## config.mk

```make
export PLATFORM = sky130hd
export DESIGN_NAME = url_percent_decoder_top
export DESIGN_NICKNAME = d
export VERILOG_FILES = /design/src/sv/upd_pkg.sv /design/src/sv/upd_front.sv /design/src/sv/upd_queue.sv /design/src/sv/upd_back.sv /design/src/sv/url_percent_decoder_top.sv
export SDC_FILE = /design/constraint.sdc
export NUM_CORES = 1
export LEC_CHECK = 0
export ABC_AREA = 1
export BUFFER_PORTS_ARGS = -buffer_cell sky130_fd_sc_hd__buf_2
export CORE_ASPECT_RATIO = 1.25
export CORE_MARGIN = 2
export CORE_UTILIZATION = 30
export DETAILED_ROUTE_END_ITERATION = 6
export GPL_TIMING_DRIVEN = 0
export PLACE_DENSITY = 0.55
export SLEW_MARGIN = 20
export SYNTH_ARGS = -nofsm -noshare
export SYNTH_HDL_FRONTEND = slang
export SYNTH_SLANG_ARGS = --single-unit
```

## constraint.sdc

```tcl
create_clock -name i_clk -period 11.4 [get_ports i_clk]
set_clock_uncertainty 0.15 [all_clocks]
set_input_delay 2.28 -clock i_clk [delete_from_list [all_inputs] [get_ports i_clk]]
set_output_delay 2.28 -clock i_clk [all_outputs]
set_load 0.02 [all_outputs]
```

## src/sv/upd_pkg.sv

```systemverilog
// shared types, character codes and the hex digit decoder for the url percent decoder
// no dependencies; every other file imports this package
package upd_pkg;

    localparam logic [7:0] C_PLUS    = 8'h2B;
    localparam logic [7:0] C_PCT     = 8'h25;
    localparam logic [7:0] C_SPACE   = 8'h20;
    localparam logic [7:0] C_ZERO    = 8'h30;
    localparam logic [7:0] C_NINE    = 8'h39;
    localparam logic [7:0] C_LOWER_A = 8'h61;
    localparam logic [7:0] C_LOWER_F = 8'h66;
    localparam logic [7:0] C_UPPER_A = 8'h41;
    localparam logic [7:0] C_UPPER_F = 8'h46;

    localparam logic [1:0] PH_IDLE  = 2'd0;
    localparam logic [1:0] PH_PCT   = 2'd1;
    localparam logic [1:0] PH_DIGIT = 2'd2;

    localparam int Q_DEPTH = 4;
    localparam int Q_AW    = $clog2(Q_DEPTH);

    localparam int MAX_OUT = 3;
    localparam int SUB_W   = $clog2(MAX_OUT + 1);

    typedef struct packed {
        logic [MAX_OUT-1:0][7:0] data;
        logic [SUB_W-1:0]        count;
        logic                    last;
    } t_bundle;

    typedef struct packed {
        logic full;
        logic empty;
    } t_q_stat;

    // {is_hex, nibble value}
    function automatic logic [4:0] hex_nibble(input logic [7:0] b);
        logic [4:0] r;
        r = 5'd0;
        if (b >= C_ZERO && b <= C_NINE) begin
            r = {1'b1, b[3:0]};
        end else if ((b >= C_LOWER_A && b <= C_LOWER_F) ||
                     (b >= C_UPPER_A && b <= C_UPPER_F)) begin
            r = {1'b1, b[3:0] + 4'd9};
        end
        return r;
    endfunction

endpackage

```

## src/sv/upd_front.sv

```systemverilog
// front end: takes input beats, tracks the escape phase and builds a bundle of up to three bytes
// depends on upd_pkg
module upd_front (
    input  logic             i_clk,
    input  logic             i_rst_n,
    input  logic             i_s_tvalid,
    output logic             o_s_tready,
    input  logic [7:0]       i_s_tdata,   // [7:0] in_byte
    input  logic             i_s_tlast,   // in_last
    input  logic             i_q_full,
    output logic             o_push,
    output upd_pkg::t_bundle o_push_data
);
    import upd_pkg::*;

    logic [1:0]       r_phase;
    logic [7:0]       r_held;
    logic [1:0]       n_phase;
    logic [7:0]       n_held;
    logic [SUB_W-1:0] n_cnt;
    logic             redo;
    logic [4:0]       nib_in;
    logic [4:0]       nib_held;
    logic             accept;

    assign nib_in     = hex_nibble(i_s_tdata);
    assign nib_held   = hex_nibble(r_held);
    assign o_s_tready = !i_q_full;
    assign accept     = i_s_tvalid && o_s_tready;

    always_comb begin
        o_push_data.data = '0;
        n_cnt            = '0;
        n_phase          = r_phase;
        n_held           = r_held;
        redo             = 1'b0;
        case (r_phase)
            PH_PCT: begin
                if (nib_in[4]) begin
                    n_held  = i_s_tdata;
                    n_phase = PH_DIGIT;
                end else begin
                    o_push_data.data[n_cnt] = C_PCT;
                    n_cnt = n_cnt + 1'b1;
                    redo  = 1'b1;
                end
            end
            PH_DIGIT: begin
                if (nib_in[4]) begin
                    o_push_data.data[n_cnt] = {nib_held[3:0], nib_in[3:0]};
                    n_cnt   = n_cnt + 1'b1;
                    n_phase = PH_IDLE;
                    n_held  = 8'd0;
                end else begin
                    o_push_data.data[n_cnt] = C_PCT;
                    n_cnt = n_cnt + 1'b1;
                    o_push_data.data[n_cnt] = r_held;
                    n_cnt  = n_cnt + 1'b1;
                    n_held = 8'd0;
                    redo   = 1'b1;
                end
            end
            default: begin
                redo = 1'b1;
            end
        endcase
        if (redo) begin
            n_phase = PH_IDLE;
            if (i_s_tdata == C_PLUS) begin
                o_push_data.data[n_cnt] = C_SPACE;
                n_cnt = n_cnt + 1'b1;
            end else if (i_s_tdata == C_PCT) begin
                n_phase = PH_PCT;
            end else begin
                o_push_data.data[n_cnt] = i_s_tdata;
                n_cnt = n_cnt + 1'b1;
            end
        end
        if (i_s_tlast) begin
            if (n_phase == PH_PCT) begin
                o_push_data.data[n_cnt] = C_PCT;
                n_cnt = n_cnt + 1'b1;
            end else if (n_phase == PH_DIGIT) begin
                o_push_data.data[n_cnt] = C_PCT;
                n_cnt = n_cnt + 1'b1;
                o_push_data.data[n_cnt] = n_held;
                n_cnt = n_cnt + 1'b1;
            end
            n_phase = PH_IDLE;
            n_held  = 8'd0;
        end
        o_push_data.count = n_cnt;
        o_push_data.last  = i_s_tlast;
    end

    assign o_push = accept && (n_cnt != '0);

    always_ff @(posedge i_clk) begin
        if (!i_rst_n) begin
            r_phase <= PH_IDLE;
            r_held  <= 8'd0;
        end else if (accept) begin
            r_phase <= n_phase;
            r_held  <= n_held;
        end
    end

endmodule

```

## src/sv/upd_queue.sv

```systemverilog
// short bundle queue between the front end and the output serializer
// depends on upd_pkg
module upd_queue (
    input  logic             i_clk,
    input  logic             i_rst_n,
    input  logic             i_push,
    input  upd_pkg::t_bundle i_push_data,
    input  logic             i_pop,
    output upd_pkg::t_bundle o_head,
    output upd_pkg::t_q_stat o_stat
);
    import upd_pkg::*;

    t_bundle         r_mem [Q_DEPTH];
    logic [Q_AW-1:0] r_wr;
    logic [Q_AW-1:0] r_rd;
    logic [Q_AW:0]   r_cnt;
    logic            do_push;
    logic            do_pop;

    assign o_stat.full  = (r_cnt == Q_DEPTH[Q_AW:0]);
    assign o_stat.empty = (r_cnt == '0);
    assign o_head       = r_mem[r_rd];
    assign do_push      = i_push && !o_stat.full;
    assign do_pop       = i_pop && !o_stat.empty;

    always_ff @(posedge i_clk) begin
        if (do_push) begin
            r_mem[r_wr] <= i_push_data;
        end
    end

    always_ff @(posedge i_clk) begin
        if (!i_rst_n) begin
            r_wr  <= '0;
            r_rd  <= '0;
            r_cnt <= '0;
        end else begin
            if (do_push) begin
                r_wr <= r_wr + 1'b1;
            end
            if (do_pop) begin
                r_rd <= r_rd + 1'b1;
            end
            case ({do_push, do_pop})
                2'b10:   r_cnt <= r_cnt + 1'b1;
                2'b01:   r_cnt <= r_cnt - 1'b1;
                default: r_cnt <= r_cnt;
            endcase
        end
    end

`ifndef ASSERT_OFF
    a_no_push_full: assert property (@(posedge i_clk) disable iff (!i_rst_n)
        i_push |-> !o_stat.full)
        else $error("push into full queue");
    a_no_pop_empty: assert property (@(posedge i_clk) disable iff (!i_rst_n)
        i_pop |-> !o_stat.empty)
        else $error("pop from empty queue");
`endif

endmodule

```

## src/sv/upd_back.sv

```systemverilog
// back end: walks the head bundle one byte a cycle into the output
// register while it is free or i_m_tready is high; depends on upd_pkg
module upd_back (
    input  logic             i_clk,
    input  logic             i_rst_n,
    input  upd_pkg::t_bundle i_head,
    input  logic             i_q_empty,
    output logic             o_pop,
    output logic             o_m_tvalid,
    input  logic             i_m_tready,
    output logic [7:0]       o_m_tdata,   // [7:0] out_byte
    output logic             o_m_tlast,   // run_end
    output logic [0:0]       o_m_tuser    // [0] string_end
);
    import upd_pkg::*;

    logic             r_ovalid;
    logic [7:0]       r_obyte;
    logic             r_olast;
    logic             r_ouser;
    logic [SUB_W-1:0] r_sub;
    logic             load;
    logic             run_end;

    assign load    = (!r_ovalid || i_m_tready) && !i_q_empty;
    assign run_end = (r_sub == (i_head.count - 1'b1));
    assign o_pop   = load && run_end;

    always_ff @(posedge i_clk) begin
        if (!i_rst_n) begin
            r_ovalid <= 1'b0;
            r_sub    <= '0;
        end else begin
            if (load) begin
                r_ovalid <= 1'b1;
                r_sub    <= run_end ? '0 : r_sub + 1'b1;
            end else if (i_m_tready) begin
                r_ovalid <= 1'b0;
            end
        end
    end

    always_ff @(posedge i_clk) begin
        if (load) begin
            r_obyte <= i_head.data[r_sub];
            r_olast <= run_end;
            r_ouser <= run_end && i_head.last;
        end
    end

    assign o_m_tvalid   = r_ovalid;
    assign o_m_tdata    = r_obyte;
    assign o_m_tlast    = r_olast;
    assign o_m_tuser[0] = r_ouser;

`ifndef ASSERT_OFF
    a_head_nonzero: assert property (@(posedge i_clk) disable iff (!i_rst_n)
        !i_q_empty |-> (i_head.count != '0) && (r_sub < i_head.count))
        else $error("head bundle index out of range");
    a_string_in_run: assert property (@(posedge i_clk) disable iff (!i_rst_n)
        r_ovalid && r_ouser |-> r_olast)
        else $error("string end without run end");
    a_sub_restart: assert property (@(posedge i_clk) disable iff (!i_rst_n)
        o_pop |=> r_sub == '0)
        else $error("byte index not cleared after pop");
`endif

endmodule

```

## src/sv/url_percent_decoder_top.sv

```systemverilog
// url percent decoder: form-urlencoded query string in, decoded bytes out
// usage notes below; depends on upd_pkg, upd_front, upd_queue, upd_back
//
// input stream: one encoded byte per beat on i_s_tdata, i_s_tlast on the final
// byte of a string. output stream: one decoded byte per beat on o_m_tdata,
// o_m_tlast on the last byte caused by one input beat, o_m_tuser[0] on the
// last byte of the whole string. an input beat gives zero to three output
// beats; a plus becomes a space and a percent escape becomes one byte, while a
// bad or cut off escape comes out as the literal characters.
// the edge that takes an input beat writes its bundle into the queue; the
// output register then loads the first byte from the queue head.
// throughput: one input beat per cycle as long as the queue has room; the
// output side moves one byte per cycle while i_m_tready is high, so beats
// that expand to two or three bytes are absorbed by the four-entry queue and
// then hold off o_s_tready. when the receiver drops i_m_tready the output
// register keeps its beat, the queue fills and o_s_tready falls when full.
// reset (synchronous, active low) empties the queue, clears the output valid
// and returns the escape tracker to idle with no held digit.
module url_percent_decoder_top (
    input  logic       i_clk,
    input  logic       i_rst_n,
    input  logic       i_s_tvalid,
    output logic       o_s_tready,
    input  logic [7:0] i_s_tdata,   // [7:0] in_byte
    input  logic       i_s_tlast,   // in_last
    output logic       o_m_tvalid,
    input  logic       i_m_tready,
    output logic [7:0] o_m_tdata,   // [7:0] out_byte
    output logic       o_m_tlast,   // run_end
    output logic [0:0] o_m_tuser    // [0] string_end
);
    import upd_pkg::*;

    t_q_stat q_stat;
    t_bundle push_data;
    t_bundle head;
    logic    push;
    logic    pop;

    upd_front u_front (
        .i_clk       (i_clk),
        .i_rst_n     (i_rst_n),
        .i_s_tvalid  (i_s_tvalid),
        .o_s_tready  (o_s_tready),
        .i_s_tdata   (i_s_tdata),
        .i_s_tlast   (i_s_tlast),
        .i_q_full    (q_stat.full),
        .o_push      (push),
        .o_push_data (push_data)
    );

    upd_queue u_queue (
        .i_clk       (i_clk),
        .i_rst_n     (i_rst_n),
        .i_push      (push),
        .i_push_data (push_data),
        .i_pop       (pop),
        .o_head      (head),
        .o_stat      (q_stat)
    );

    upd_back u_back (
        .i_clk      (i_clk),
        .i_rst_n    (i_rst_n),
        .i_head     (head),
        .i_q_empty  (q_stat.empty),
        .o_pop      (pop),
        .o_m_tvalid (o_m_tvalid),
        .i_m_tready (i_m_tready),
        .o_m_tdata  (o_m_tdata),
        .o_m_tlast  (o_m_tlast),
        .o_m_tuser  (o_m_tuser)
    );

endmodule
```

==> results.txt, run 1 <==
outcome -> finished clean
area grow syn2layout -> 17.9%
# rows -> 62
Seq/Total Area, Yosys -> 57.5%
Clock Tree Buf Depth -> 2
largest net degree at the start of global routing -> 24
I/O pin count -> 25
Critical Path Source Type -> input pin
min Tclk post-route -> 5.86 ns
Tot GR Track Use -> 15.4%
worst-path fanout max -> 10
Hold Fails Final Rpt -> 0
setup_tns -> 0 ns
final core area utilization -> 35.8%
Synth Cell Area -> 0.00693 mm²
CP Launch Point -> i_s_tdata[0]
CTS tree -> built
post_cts resized -> 0
Via Count -> 5196
Synth Warn # -> 0
Synth Area per Inst -> 9.98 µm²
hold_buf cts -> 0
highest clock rate -> 171 MHz
synth unique cells -> 41
Syn Inst Count -> 694
Final setup viols -> 0
Placeable Area -> 0.0228 mm²
CTS H-Tree Depth -> 4
Final #Nets -> 776
Slew headroom -> 44.3%
n_diodes -> 0
Non-Filler Instances -> 1042
grt ovf -> 0
cells on worst reg2reg path -> 24
initial core utilization -> 30.4%
ys flop type -> edfxtp_1
Hold Crit Class -> reg2reg
Residual DRC -> 0
clk slew on worst S/H paths -> 0.06 ns
fraction of registers with async set/reset -> 0%
WP data arrival -> 6.02 ns
Power Density -> 211 mW/mm²
drt wl/cell -> 17.3 µm
number of global-route vias before repair -> 5310
Placed Cells -> 1010
share of layout cells above drive strength 1 -> 14.2%
Leak -> 0.00302 µW
antenna-violating nets left -> 0
Slew Viols, Final -> 0
hold endpoint -> u_queue.r_cnt[0]$_SDFFE_PN0P_
commonest cells after routing, fill and taps aside -> edfxtp_1 (118), nand2_1 (101), o21ai_0 (86)
RR Endpoint -> u_queue.r_cnt[2]$_SDFFE_PN0P_
reg2reg start -> u_front.r_phase[0]$_SDFFE_PN0P_
Post-synth EDFFs -> 118
HPWL after DPL -> 13200 µm
hold path startpoint -> u_queue.r_cnt[0]$_SDFFE_PN0P_
antenna violations before repair -> 0
WL final -> 18000 µm
critical path required time -> 11.56 ns
drt via density -> 4.99
clock root buffer -> clkbuf_16
RSZ-0062 raised after global routing -> no
hold depth -> 1
PortBufs -> 23
Post-CTS Setup Repair Bufs -> 0
number of CTS-inserted buffers -> 17
clk_lat worst skew -> 0.42 ns
syn_nets -> 729
Yosys reg bits -> 140
Max Cap Violations -> 0
Final period util -> 51.4%
measured slew at the worst slew-check pin -> 0.827 ns
first-pass GRT wire length -> 28800 µm
endpoint class of the critical path -> flip-flop
Max rail drop VDD -> 0.000114 V
initial drt markers -> 356
commonest non-fill, non-tap cell in the layout -> edfxtp_1
routability congestion estimate -> 0.925
Sink Count -> 140
Die Y -> 174 µm
drt first pass iters -> 5
class of the most critical setup path -> in2reg
die area -> 0.0243 mm²
fillers -> 2333
die width -> 140 µm
setup slack, reg-to-reg -> 7.44 ns
-- synth_stat cells, types with 3 or more instances --
cell type  instances  area (µm²)
nor3_1             4        20.0
nand2_4            7        78.8
a32oi_1            5        43.8
dfxtp_1           22         440
o22ai_1           19         119
inv_1             68         255
o21ai_0           86         430
clkbuf_1          20        75.1
a21oi_1           29         145
nand2_2            6        37.5
nand3_1           24         120
o211ai_1           7        52.6
buf_2              3        15.0
nand2_1          101         379
ha_1              21         263
inv_2              7        26.3
xor2_1             4        35.0
nand3_2            5        50.1
o221ai_1          14         123
nand4_1            4        25.0
a32o_1             6        60.1
nor2_1            79         297
o21ai_1            6        30.0
nor2_2             7        43.8
edfxtp_1         118        3540
a21oi_2            3        26.3
-- power by group --
part           internal, µW  leakage (µW)  total, µW  switching (µW)
Combinational           140       0.00144        457             316
Sequential              646       0.00127        667            21.3
Clock                   370      0.000307        598             227
-- per-layer routing --
metal | up-vias | share of wire (%) | track usage (%)
met2 | 128 | 51 | 26.8
met5 | - | 0 | 0
met1 | 2503 | 43 | 18.8
met3 | 25 | 4.4 | 3.12
li1 | 2540 | - | -
met4 | 0 | 2.1 | 5.29
-- how the worst max path moves through the flow --
stage                                endpoint  slack [ns]  cells past startpoint
2_1_floorplan   u_queue.r_cnt[2]$_SDFFE_PN0P_        5.79                     25
5_1_grt         u_queue.r_cnt[2]$_SDFFE_PN0P_        5.22                     28
4_1_cts         u_queue.r_cnt[2]$_SDFFE_PN0P_        5.54                     28
6_report        u_queue.r_cnt[2]$_SDFFE_PN0P_        5.54                     28
3_3_place_gp   u_queue.r_mem[3][20]$_DFFE_PP_        4.58                     22
3_5_place_dp    u_queue.r_cnt[2]$_SDFFE_PN0P_        5.10                     28
-- registers in the layout, summed over array words and instances, names as in the netlist, named ones only --
register and cells:
u_back.o_m_tdata 8, u_back.o_m_tlast 1, u_back.o_m_tuser 1, u_back.o_m_tvalid 1
u_back.r_sub 2, u_front.r_held 8, u_front.r_phase 2, u_queue.r_cnt 3
u_queue.r_mem 108, u_queue.r_rd 2, u_queue.r_wr 2
-- critical path, stage by stage --
cell,delay (ns)
buf_2,0.19
inv_1,0.13
ha_1,0.23
nand2_1,0.08
nand3_2,0.08
nand2_4,0.14
nand3_1,0.24
nand2_4,0.18
inv_2,0.06
ha_1,0.27
nand2_1,0.05
nand2_1,0.08
nand2_2,0.09
ha_1,0.24
nor2_1,0.11
nand2_1,0.05
nand3_1,0.07
nand2_1,0.08
nand2_4,0.09
nand2_4,0.07
nand2_4,0.13
ha_1,0.16
inv_1,0.06
fa_1,0.37
a21oi_1,0.14
o21ai_0,0.11
o21ai_0,0.16
a21oi_1,0.05
-- area by class of cell --
type	count	area, µm²	area share [%]
Buffer	25	116	1.42
Clock buffer	17	425	5.21
Clock inverter	15	209	2.56
Inverter	76	288	3.52
Multi-Input combinational cell	453	2560	31.4
Sequential cell	140	3980	48.8
Tap cell	288	360	4.41
Timing Repair Buffer	28	221	2.71
-- metrics by stage --
stage               worst slack, ns  instance area [µm²]  total power (µW)  hold slack, ns
finish                         5.54                 8170              1720           0.299
CTS                            5.54                 8170              1740           0.302
global placement               4.58                 7400              1120           0.286
floorplan                      5.79                 6930               972           0.272
global route                   5.22                 8170              1820           0.330
detailed placement             5.10                 7530              1140           0.293
-- cells by family (layout without fill, tap and decap cells) --
group           after synthesis  count (layout)  synth area share, %
fa+ha+maj                    22              22                 4.08
buf+inv                     101             161                 5.84
xor+xnor                      4               4                0.506
simple gates                245             245                 16.3
flops                       140             140                 57.5
compound gates              182             182                 15.7
Note: power is estimated with default switching activity, not from simulation.
==> run 2: changes to the inputs <==
--- a/config.mk
+++ b/config.mk
@@ -12,7 +12,7 @@
 export CORE_UTILIZATION = 30
 export DETAILED_ROUTE_END_ITERATION = 6
 export GPL_TIMING_DRIVEN = 0
-export PLACE_DENSITY = 0.55
+export PLACE_DENSITY = 0.56
 export SLEW_MARGIN = 20
 export SYNTH_ARGS = -nofsm -noshare
 export SYNTH_HDL_FRONTEND = slang
==> constraint.sdc (replaced) <==
create_clock -name i_clk -period 5.04 [get_ports i_clk]
set_clock_uncertainty 0.15 [all_clocks]
set_input_delay 1.008 -clock i_clk [delete_from_list [all_inputs] [get_ports i_clk]]
set_output_delay 1.008 -clock i_clk [all_outputs]
set_load 0.02 [all_outputs]
==> results.txt, run 2 (synthesis results as in run 1) <==
Placeable Area -> 0.0228 mm²
Residual DRC -> 0
CTS tree -> built
first-pass GRT wire length -> 28200 µm
Leak -> 0.00300 µW
hold path startpoint -> u_queue.r_cnt[0]$_SDFFE_PN0P_
Final setup viols -> 0
post_cts resized -> 0
area grow syn2layout -> 17.1%
die area -> 0.0243 mm²
number of global-route vias before repair -> 5115
Max Cap Violations -> 0
outcome -> finished clean
initial drt markers -> 413
Largest register FFs -> 108
worst-path fanout max -> 10
WP data arrival -> 4.74 ns
Post-CTS Setup Repair Bufs -> 0
PortBufs -> 23
combinational share of power -> 27.6%
fillers -> 2312
n_diodes -> 0
drt first pass iters -> 6
total power -> 3750 µW
share of layout cells above drive strength 1 -> 14.1%
Non-Filler Instances -> 1042
cells on worst reg2reg path -> 24
RSZ-0062 raised after global routing -> no
grt ovf -> 0
drt wl/cell -> 17.0 µm
I/O pin count -> 25
Power Density -> 463 mW/mm²
critical path required time -> 5.19 ns
Clock power frac -> 32.2%
commonest cells after routing, fill and taps aside -> edfxtp_1 (118), nand2_1 (101), o21ai_0 (86)
largest register by flop count -> u_queue.r_mem
hold_buf cts -> 0
final worst slack -> 0.454 ns
antenna violations before repair -> 0
commonest non-fill, non-tap cell in the layout -> edfxtp_1
Die Y -> 174 µm
Hold Fails Final Rpt -> 0
Slew Viols, Final -> 0
setup slack, reg-to-reg -> 1.05 ns
highest clock rate -> 218 MHz
Int Pwr -> 2510 µW
Psw -> 1250 µW
pre-CTS WS -> 0.0558 ns
min Tclk post-route -> 4.59 ns
Final period util -> 91.0%
initial core utilization -> 30.4%
number of CTS-inserted buffers -> 17
measured slew at the worst slew-check pin -> 0.777 ns
RR Endpoint -> u_queue.r_cnt[2]$_SDFFE_PN0P_
hold endpoint -> u_queue.r_cnt[0]$_SDFFE_PN0P_
CTS H-Tree Depth -> 4
Critical Path Source Type -> input pin
Seq pwr share -> 40.2%
final core area utilization -> 35.5%
endpoint class of the critical path -> flip-flop
Final #Nets -> 776
clock root buffer -> clkbuf_16
class of the most critical setup path -> in2reg
Clock Tree Buf Depth -> 2
# rows -> 62
Max rail drop VDD -> 0.000235 V
Placed Cells -> 1010
WL final -> 17700 µm
reg2reg start -> u_front.r_phase[0]$_SDFFE_PN0P_
HPWL after DPL -> 13000 µm
Tot GR Track Use -> 14.9%
Sink Count -> 140
clk slew on worst S/H paths -> 0.06 ns
Via Count -> 5140
Hold Crit Class -> reg2reg
Slew headroom -> 47.7%
hold depth -> 1
switching share of total power -> 33.2%
antenna-violating nets left -> 0
die width -> 140 µm
drt via density -> 4.93
clk_lat worst skew -> 0.43 ns
largest net degree at the start of global routing -> 22
routability congestion estimate -> 0.923
[run 2: cell count changes in the layout (fill, tap and decap cells not counted)]
cell / previous run / this run
clkinv_2: 2 / 5
inv_8: 1 / 0
clkinv_4: 1 / 3
clkinv_1: 0 / 1
inv_6: 5 / 2
bufinv_16: 4 / 2
[run 2: stage by stage]
| step | setup TNS (ns) | hold WS, ns | area (µm²) |
|---|---|---|---|
| floorplan | 0 | 0.272 | 6930 |
| global placement | -44.40 | 0.288 | 7400 |
| detailed placement | 0 | 0.292 | 7530 |
| CTS | 0 | 0.302 | 8110 |
| global route | 0 | 0.323 | 8110 |
| finish | 0 | 0.297 | 8110 |
[run 2: worst max-delay path: stages]
cell and delay (ns):
buf_2 0.19, inv_1 0.12, ha_1 0.22, nand2_1 0.08
nand3_2 0.08, nand2_4 0.14, nand3_1 0.22, nand2_4 0.16
inv_2 0.06, ha_1 0.27, nand2_1 0.05, nand2_1 0.08
nand2_2 0.09, ha_1 0.25, nor2_1 0.12, nand2_1 0.06
nand3_1 0.08, nand2_1 0.08, nand2_4 0.09, nand2_4 0.07
nand2_4 0.13, ha_1 0.17, inv_1 0.07, fa_1 0.37
a21oi_1 0.14, o21ai_0 0.11, o21ai_0 0.16, a21oi_1 0.05
[run 2: cell type report]
type / count / area (µm²) / area share [%]
clock inverters: 15 / 148 / 1.82
clock buffers: 17 / 425 / 5.25
flip-flops and latches: 140 / 3980 / 49.1
plain buffers: 25 / 116 / 1.44
inverters: 76 / 288 / 3.55
multi-input cells: 453 / 2560 / 31.6
repair buffers: 28 / 221 / 2.73
well taps: 288 / 360 / 4.45
[run 2: power by group through the flow]
| stage | clock network [µW] | registers [µW] | logic (µW) |
|---|---|---|---|
| floorplan | 0 | 1590 | 609 |
| global placement | 0 | 1540 | 995 |
| detailed placement | 0 | 1530 | 1060 |
| CTS | 1230 | 1510 | 1060 |
| global route | 1280 | 1530 | 1170 |
| finish | 1210 | 1510 | 1030 |
[run 2: metal layers]
| layer | GRT usage (%) | vias up | share of wire [%] |
|---|---|---|---|
| met5 | 0 | - | 0 |
| met4 | 4.67 | 0 | 1.4 |
| met3 | 3.34 | 21 | 5.1 |
| met2 | 26.0 | 144 | 51 |
| met1 | 18.4 | 2429 | 43 |
| li1 | - | 2546 | - |
[run 2: worst max path at each step]
stage            startpoint                        endpoint  slack, ns  cells past startpoint
3_5_place_dp   i_s_tdata[0]   u_queue.r_cnt[2]$_SDFFE_PN0P_       0.06                     29
5_1_grt        i_s_tdata[0]   u_queue.r_cnt[2]$_SDFFE_PN0P_       0.16                     28
2_1_floorplan  i_s_tdata[1]   u_queue.r_cnt[2]$_SDFFE_PN0P_       0.70                     25
3_3_place_gp   i_s_tdata[0]  u_queue.r_mem[3][13]$_DFFE_PP_      -0.45                     23
4_1_cts        i_s_tdata[0]   u_queue.r_cnt[2]$_SDFFE_PN0P_       0.48                     29
6_report       i_s_tdata[0]   u_queue.r_cnt[2]$_SDFFE_PN0P_       0.45                     28
==> run 3: changes to the inputs <==
--- a/config.mk
+++ b/config.mk
@@ -6,8 +6,9 @@
 export NUM_CORES = 1
 export LEC_CHECK = 0
 export ABC_AREA = 1
+export ABC_CLOCK_PERIOD_IN_PS = 5040
 export BUFFER_PORTS_ARGS = -buffer_cell sky130_fd_sc_hd__buf_2
-export CORE_ASPECT_RATIO = 1.25
+export CORE_ASPECT_RATIO = 1.75
 export CORE_MARGIN = 2
 export CORE_UTILIZATION = 30
 export DETAILED_ROUTE_END_ITERATION = 6
@@ -16,4 +17,5 @@
 export SLEW_MARGIN = 20
 export SYNTH_ARGS = -nofsm -noshare
 export SYNTH_HDL_FRONTEND = slang
+export SYNTH_HIERARCHICAL = 1
 export SYNTH_SLANG_ARGS = --single-unit
==> results.txt, run 3 <==
Synth area leader -> edfxtp_1
Final period util -> 94.5%
Hold Crit Class -> reg2reg
Synth Area per Inst -> 9.78 µm²
HPWL after DPL -> 14800 µm
Final setup viols -> 0
Non-Filler Instances -> 1110
Hold Fails Final Rpt -> 0
Final #Nets -> 824
first-pass GRT wire length -> 30200 µm
outcome -> finished clean
hold_buf cts -> 0
number of global-route vias before repair -> 5345
CTS H-Tree Depth -> 4
Synth top area share -> 49.0%
Placeable Area -> 0.0238 mm²
Tot GR Track Use -> 16.0%
drt first pass iters -> 4
clock root buffer -> clkbuf_16
antenna violations before repair -> 0
critical path required time -> 5.21 ns
Max Cap Violations -> 0
WL final -> 19600 µm
min Tclk post-route -> 4.76 ns
Synth Cell Area -> 0.00723 mm²
Critical Path Source Type -> input pin
routability congestion estimate -> 0.901
Slew headroom -> 52.8%
Yosys reg bits -> 140
Post-synth EDFFs -> 118
Clock Tree Buf Depth -> 2
worst-path fanout max -> 7
Sink Count -> 140
area grow syn2layout -> 17.2%
Synth Warn # -> 6
CP max-delay cell -> fa_1
class of the most critical setup path -> in2reg
commonest cells after routing, fill and taps aside -> edfxtp_1 (118), nand2_1 (99), nor2_1 (92)
syn_nets -> 774
Seq/Total Area, Yosys -> 55.1%
Via Count -> 5384
drt wl/cell -> 17.6 µm
worst hold margin -> 0.340 ns
# rows -> 75
largest register by flop count -> u_queue/r_mem
final core area utilization -> 35.5%
Crit path top cell by count -> nand2_1
Max rail drop VDD -> 0.000274 V
endpoint class of the critical path -> flip-flop
die width -> 121 µm
CP peak stage delay -> 0.38 ns
worst path buffer plus inverter count -> 9
fillers -> 2432
top cells by count, synth -> edfxtp_1 (118), nand2_1 (99), nor2_1 (98)
synth unique cells -> 48
largest net degree at the start of global routing -> 23
initial core utilization -> 30.3%
Power Density -> 449 mW/mm²
commonest non-fill, non-tap cell in the layout -> edfxtp_1
fraction of registers with async set/reset -> 0%
Largest register FFs -> 108
top-count cell post-synth -> edfxtp_1
highest clock rate -> 210 MHz
clk slew on worst S/H paths -> 0.06 ns
Die Y -> 209 µm
Leak -> 0.00312 µW
die area -> 0.0254 mm²
number of CTS-inserted buffers -> 17
Slew Viols, Final -> 0
Syn Inst Count -> 739
WP data arrival -> 4.93 ns
PortBufs -> 23
share of layout cells above drive strength 1 -> 19.0%
measured slew at the worst slew-check pin -> 0.706 ns
largest cells by area after synthesis -> edfxtp_1 (49%), dfxtp_1 (6.1%), nand2_1 (5.1%)
clk_lat worst skew -> 0.42 ns
RSZ-0062 raised after global routing -> no
drt via density -> 4.85
Residual DRC -> 0
grt ovf -> 0
n_diodes -> 0
CTS tree -> built
Placed Cells -> 1074
delay-heaviest family, CP -> simple AND/OR/NAND/NOR gates
initial drt markers -> 324
I/O pin count -> 25
ys flop type -> edfxtp_1
antenna-violating nets left -> 0
[run 3: cell types whose count changed in the layout (fill, tap and decap cells not counted), sizes merged, moves of 14 or more]
| cell | previous run | this run |
|---|---|---|
| o221ai | 14 | 0 |
| clkbuf | 37 | 22 |
| buf | 33 | 52 |
| o22ai | 20 | 40 |
| o21ai | 92 | 107 |
| nor2 | 88 | 108 |
[run 3: worst paths after layout]
check                                                        to  slack (ns)  cells past startpoint                             from
worst max-delay path              u_queue/r_cnt[2]$_SDFFE_PN0P_        0.28                     34                     i_s_tdata[0]
worst min-delay path            u_front/r_phase[1]$_SDFFE_PN0P_        0.34                      2  u_front/r_phase[1]$_SDFFE_PN0P_
worst max register to register    u_queue/r_cnt[2]$_SDFFE_PN0P_        0.88                     30  u_front/r_phase[0]$_SDFFE_PN0P_
worst min register to register  u_front/r_phase[1]$_SDFFE_PN0P_        0.34                      2  u_front/r_phase[1]$_SDFFE_PN0P_
[run 3: cell type report]
type / count / area, µm² / share of cell area (%)
clock inverters: 14 / 129 / 1.52
well taps: 308 / 385 / 4.55
multi-input cells: 489 / 2750 / 32.4
plain buffers: 25 / 225 / 2.66
repair buffers: 31 / 228 / 2.69
flip-flops and latches: 140 / 3980 / 47.0
inverters: 85 / 342 / 4.03
clock buffers: 18 / 429 / 5.07
[run 3: kinds of logic (layout without fill, tap and decap cells)]
family | count (synthesis) | in the layout | share of synthesized area (%)
simple gates | 277 | 277 | 18.2
compound gates | 189 | 189 | 15.0
flops | 140 | 140 | 55.1
buf+inv | 110 | 173 | 7.70
fa+ha+maj | 22 | 22 | 3.91
xor+xnor | 1 | 1 | 0.121
[run 3: routing by layer]
metal,GRT usage (%),up-vias,routed length [µm]
met5,0,-,0
met4,9.12,0,997
met3,2.58,52,532
met2,31.3,120,11200
met1,15.4,2545,6860
li1,-,2667,-
[run 3: report_power, final]
part,switching (µW),total [µW],leakage (µW),internal [µW]
sequential,47.1,1520,0.00122,1470
combinational,757,1110,0.00163,356
clock,457,1170,0.000262,717
[run 3: repair_timing]
| item | in CTS | in global routing |
|---|---|---|
| setup endpoints to repair | 90 | 90 |
| buffers inserted | 2 | 2 |
| resized for setup | 4 | 7 |
| pin swaps | 0 | 1 |
[run 3: metrics by stage]
| step | cell area, µm² | setup TNS [ns] | setup WS [ns] | total power (µW) |
|---|---|---|---|---|
| after floorplan | 7230 | -27.73 | -0.257 | 2280 |
| after global placement | 7730 | -235.88 | -2.23 | 2620 |
| after detailed placement | 7840 | -58.42 | -0.722 | 2660 |
| after CTS | 8430 | 0 | 0.0231 | 3830 |
| after global routing | 8470 | 0 | 0.0190 | 4010 |
| final | 8470 | 0 | 0.279 | 3810 |
[run 3: worst reg2reg max path: cells and delay by family, from the launching register on]
| family | cells | cell delay, ns |
|---|---|---|
| DFF | 1 | 0.35 |
| adders and majority gates | 5 | 1.38 |
| AOI/OAI and AO/OA | 1 | 0.08 |
| buffers and inverters | 8 | 0.67 |
| and+or+nand+nor | 16 | 1.41 |
